$ cat config.mk
export PLATFORM = sky130hd
export DESIGN_NAME = cnmp_ram
export DESIGN_NICKNAME = d
export VERILOG_FILES = /design/src/rtl/cnmp_ram.sv
export SDC_FILE = /design/constraint.sdc
export NUM_CORES = 2
export LEC_CHECK = 0
export BUFFER_PORTS_ARGS = -buffer_cell sky130_fd_sc_hd__clkbuf_2
export CORE_MARGIN = 4
export CORE_UTILIZATION = 30
export CTS_CLUSTER_SIZE = 14
export DETAILED_ROUTE_END_ITERATION = 7
export PLACE_DENSITY_LB_ADDON = 0.3
export SETUP_SLACK_MARGIN = 0.1
export SLEW_MARGIN = 20
export SYNTH_ARGS = -nofsm -noshare
export SYNTH_HDL_FRONTEND = slang
export SYNTH_SLANG_ARGS = --single-unit
$ cat constraint.sdc
create_clock -name clk -period 2.5 [get_ports clk]
set_clock_uncertainty 0.1 [all_clocks]
set_input_delay 0.125 -clock clk [delete_from_list [all_inputs] [get_ports clk]]
set_output_delay 0.125 -clock clk [all_outputs]
set_load 0.05 [all_outputs]
$ cat src/rtl/cnmp_ram.sv
// Generic single-port-write, single-port-read synchronous RAM.
// Registered read data, valid in the cycle after the read; read data holds when re is low.
// No dependencies.
module cnmp_ram #(
    parameter int WIDTH = 16,
    parameter int DEPTH = 256
) (
    input  logic                     clk,
    input  logic                     we,
    input  logic [$clog2(DEPTH)-1:0] waddr,
    input  logic [WIDTH-1:0]         wdata,
    input  logic                     re,
    input  logic [$clog2(DEPTH)-1:0] raddr,
    output logic [WIDTH-1:0]         rdata
);

    logic [WIDTH-1:0] mem [DEPTH];

    always_ff @(posedge clk)
    begin
        if (we)
        begin
            mem[waddr] <= wdata;
        end
        if (re)
        begin
            rdata <= mem[raddr];
        end
    end

endmodule

==> results.sh <==
export IMPL_cts_made_buffers=415
export IMPL_peakVddDrop_mv=0.604
export IMPL_dr_total_vias=81700
export IMPL_first_pass_iters=6
export IMPL_fill_cells=47900
export IMPL_ios=51
export IMPL_row_count=267
export IMPL_syn_inst=7360
export IMPL_die_area_um2=541000
export IMPL_seq_area_um2=123000
export IMPL_synth_top_area_cell="edfxtp_1"
export IMPL_fin_crit_ns=2.69
export IMPL_die_x_um=736
export IMPL_ys_seq_elements=4112
export IMPL_switching_share_pct=21.5
export IMPL_die_y_um=736
export IMPL_total_leakage_power_nw=61.7
export IMPL_arrival_ns=3.28
export IMPL_io_buffer_count=50
export IMPL_yosysWarningCount=0
export IMPL_postCtsSetupBuffers=0
export IMPL_r2r_slack_ns=-0.19
export IMPL_comb_power_share_pct=6.0
export IMPL_critPathKind="flip-flop to flip-flop"
export IMPL_wire_per_inst_um=28.9
export IMPL_crit_required_ns=3.09
export IMPL_avgSynthCellArea_um2=21.6
export IMPL_end_kind="flip-flop"
export IMPL_syn2layout_area_growth_pct=21.0
export IMPL_grt_pass1_vias=81900
export IMPL_ctsLongestPathBuffers=4
export IMPL_crit_chain="mux4_2 > mux2_2 > a22oi_2 > buf_4 > nand2_2 > o32ai_4 > buf_6 > nor4_4"
export IMPL_synth_edf_count=4112
export IMPL_hold_start="wdata[5]"
export IMPL_clock_sinks=4112
export IMPL_syn_num_nets=7395
export IMPL_grt_use_total_pct=16.6
export IMPL_reg2reg_depth=8
export IMPL_outcome="finished with violations"
export IMPL_crit_path_top_delay_cell="o32ai_4"
export IMPL_worst_slew_pin_slew_ns=1.12
export IMPL_grt_setup_unrepaired="yes"
export IMPL_root_buffer="clkbuf_16"
export IMPL_hpwl_mm=292
export IMPL_fp_coreArea_um2=528000
export IMPL_hold_class="primary input to flip-flop"
export IMPL_timing_rr_start="mem[11][14]$_DFFE_PP_"
export IMPL_pre_cts_ws_ns=-1.49
export IMPL_intPower_mw=116
export IMPL_cp_num_buf_inv=2
export IMPL_insertion_delay_ns=0.96
export IMPL_critPathMaxStageDelay_ns=0.48
export IMPL_yosysUniqueCellTypes=51
export IMPL_synth_ff_type="edfxtp_1"
export IMPL_final_hold_viol_count=0
export IMPL_holdPathStages=2
export IMPL_gp_congestion=0.856
export IMPL_grt_pass1_wl_mm=646
export IMPL_nNetsFinal=8601
export IMPL_drt_total_wl_mm=460
export IMPL_startpoint_type="flip-flop"
export IMPL_setup_ws_ns=-0.189
export IMPL_fmax_ghz=0.372
export IMPL_yosys_cell_count_top_type="edfxtp_1"
export IMPL_critPathMaxFanout=1
export IMPL_multi_input_area_um2=33900
export IMPL_grt_max_degree=136
export IMPL_synth_area_um2=159000
export IMPL_drtAntennaViolNets=0
export IMPL_p_per_area_nw_per_um2=769
export IMPL_drive_gt1_share_pct=32.8
export IMPL_p_switching_mw=31.8
export IMPL_violations="negative setup slack"
export IMPL_synth_area_leaders="edfxtp_1 (78%), mux4_2 (11%), mux2i_1 (3.6%)"
export IMPL_antenna_found_initial=40
export IMPL_grt_overflow=0
export IMPL_clk_pin_slew_ns=0.06
export IMPL_viasPerCell=5.13
export IMPL_reg2reg_to="rdata[14]$_DFFE_PP_"
export IMPL_drv_slew=0
export IMPL_synth_top_area_share_pct=77.7
export IMPL_max_cap_violations=0
export IMPL_total_power_mw=148
export IMPL_setup_viol=16
export IMPL_drc_errors=0
export IMPL_synth_seq_area_share_pct=77.7
export IMPL_initial_core_util_pct=30.1
export IMPL_critPathTopFamily="multiplexers"
export IMPL_synth_commonest_cells="edfxtp_1 (4112), mux4_2 (797), mux2i_1 (565), nor2_1 (304), o221ai_1 (252)"
export IMPL_min_period_over_period_pct=108
export IMPL_slew_headroom_pct=25.2
export IMPL_cts_tree="yes"
export IMPL_power_share_sequential_pct=51.5
export IMPL_holdPathEnd="mem[94][5]$_DFFE_PP_"
export IMPL_htree_levels=5
export IMPL_p_clk_share_pct=42.5
export IMPL_drt_initial_drc_count=9418
export IMPL_ys_async_sr_fraction_pct=0
-- worst register-to-register path: stages (launching register included) --
cell	delay (ns)
edfxtp_1	0.37
mux4_2	0.47
mux2_2	0.32
a22oi_2	0.21
buf_4	0.14
nand2_2	0.13
o32ai_4	0.49
buf_6	0.17
nor4_4	0.03
-- state kept, by name (all words and copies together), names as in the netlist --
signal,count
rdata,16
mem,4096
-- worst max path at each step --
stage,startpoint,endpoint,slack [ns],cells after the start
3_5_place_dp,raddr[0],rdata[14]$_DFFE_PP_,-1.49,9
4_1_cts,mem[27][14]$_DFFE_PP_,rdata[14]$_DFFE_PP_,-0.32,6
2_1_floorplan,raddr[0],rdata[4]$_DFFE_PP_,0.1,7
3_3_place_gp,raddr[0],rdata[14]$_DFFE_PP_,-1.45,9
6_report,mem[11][14]$_DFFE_PP_,rdata[14]$_DFFE_PP_,-0.19,8
5_1_grt,mem[28][14]$_DFFE_PP_,rdata[14]$_DFFE_PP_,-0.25,6
-- kinds of logic after synthesis --
logic type	after synthesis	synth area share, %
buffers and inverters	456	1.69
flip-flops	4112	77.7
AND/OR/NAND/NOR	556	1.57
multiplexers	1450	15.5
AO/OA/AOI/OAI	786	3.53
-- layer usage --
metal | track usage (%) | vias up | part of all wire [%]
li1 | - | 33800 | -
met1 | 23.3 | 44300 | 42
met2 | 27.0 | 3117 | 48
met3 | 2.47 | 507 | 7.0
met4 | 4.11 | 6 | 2.5
met5 | 0 | - | 0.0091
-- metrics by stage --
stage	instance area [um2]	hold WS (ns)	utilization, %	setup TNS (ns)	instances
floorplan	159000	0.124	-	0	7360
global route	192000	0.0422	36.4	-2.27	15900
finish	192000	0.0827	36.4	-1.50	15900
global placement	177000	0.280	33.6	-15.29	15100
CTS	192000	0.0124	36.4	-2.08	15900
detailed placement	177000	0.279	33.6	-15.04	15100
-- area by class of cell --
type | instances | area share [%]
Sequential cell | 4112 | 64.2
Timing Repair Buffer | 1241 | 6.39
Clock buffer | 484 | 5.61
Inverter | 4 | 0.0143
Antenna cell | 17 | 0.0221
Tap cell | 6994 | 4.55
Clock inverter | 286 | 1.56
Multi-Input combinational cell | 2792 | 17.6
-- power groups by stage --
stage          registers, mW  clock network (mW)  logic (mW)
6_report                76.2                62.9        8.84
5_1_grt                 76.1                67.1        9.25
4_1_cts                 76.2                64.1        8.87
3_5_place_dp            77.6                   0        8.60
3_3_place_gp            77.6                   0        8.48
2_1_floorplan           77.7                   0        3.76
-- cells in the final DEF, fill, tap and decap left out, types with 9 or more instances in the layout --
cell type and n:
mux2_4 10, buf_12 219, a22o_4 26, mux2i_1 565, a22oi_1 35, o32ai_2 11, o22ai_1 148, edfxtp_1 4112
buf_6 12, o221ai_1 250, diode_2 17, o21ai_0 37, nor2_1 214, nor4_2 13, buf_4 929, nand2_1 30
clkbuf_16 422, a211oi_1 18, buf_8 17, mux4_2 797, nor2b_1 9, and3_1 11, nor3_1 88, clkinvlp_4 15
a21oi_1 173, dlygate4sd3_1 32, nand3_1 26, clkbuf_1 62, clkbuf_2 29, nand4_1 26, a221oi_1 14, bufinv_16 55
clkinv_2 89, a221oi_2 11, clkinv_1 104, nor2_2 89, mux2_2 78
-- what timing repair did --
item,in CTS,in global routing
gates resized for setup,135,33
setup endpoints to repair,16,30
endpoints found under the hold margin,4551,0
pin swaps,17,20
hold buffers,32,0
(Power assumes the default switching activity.)
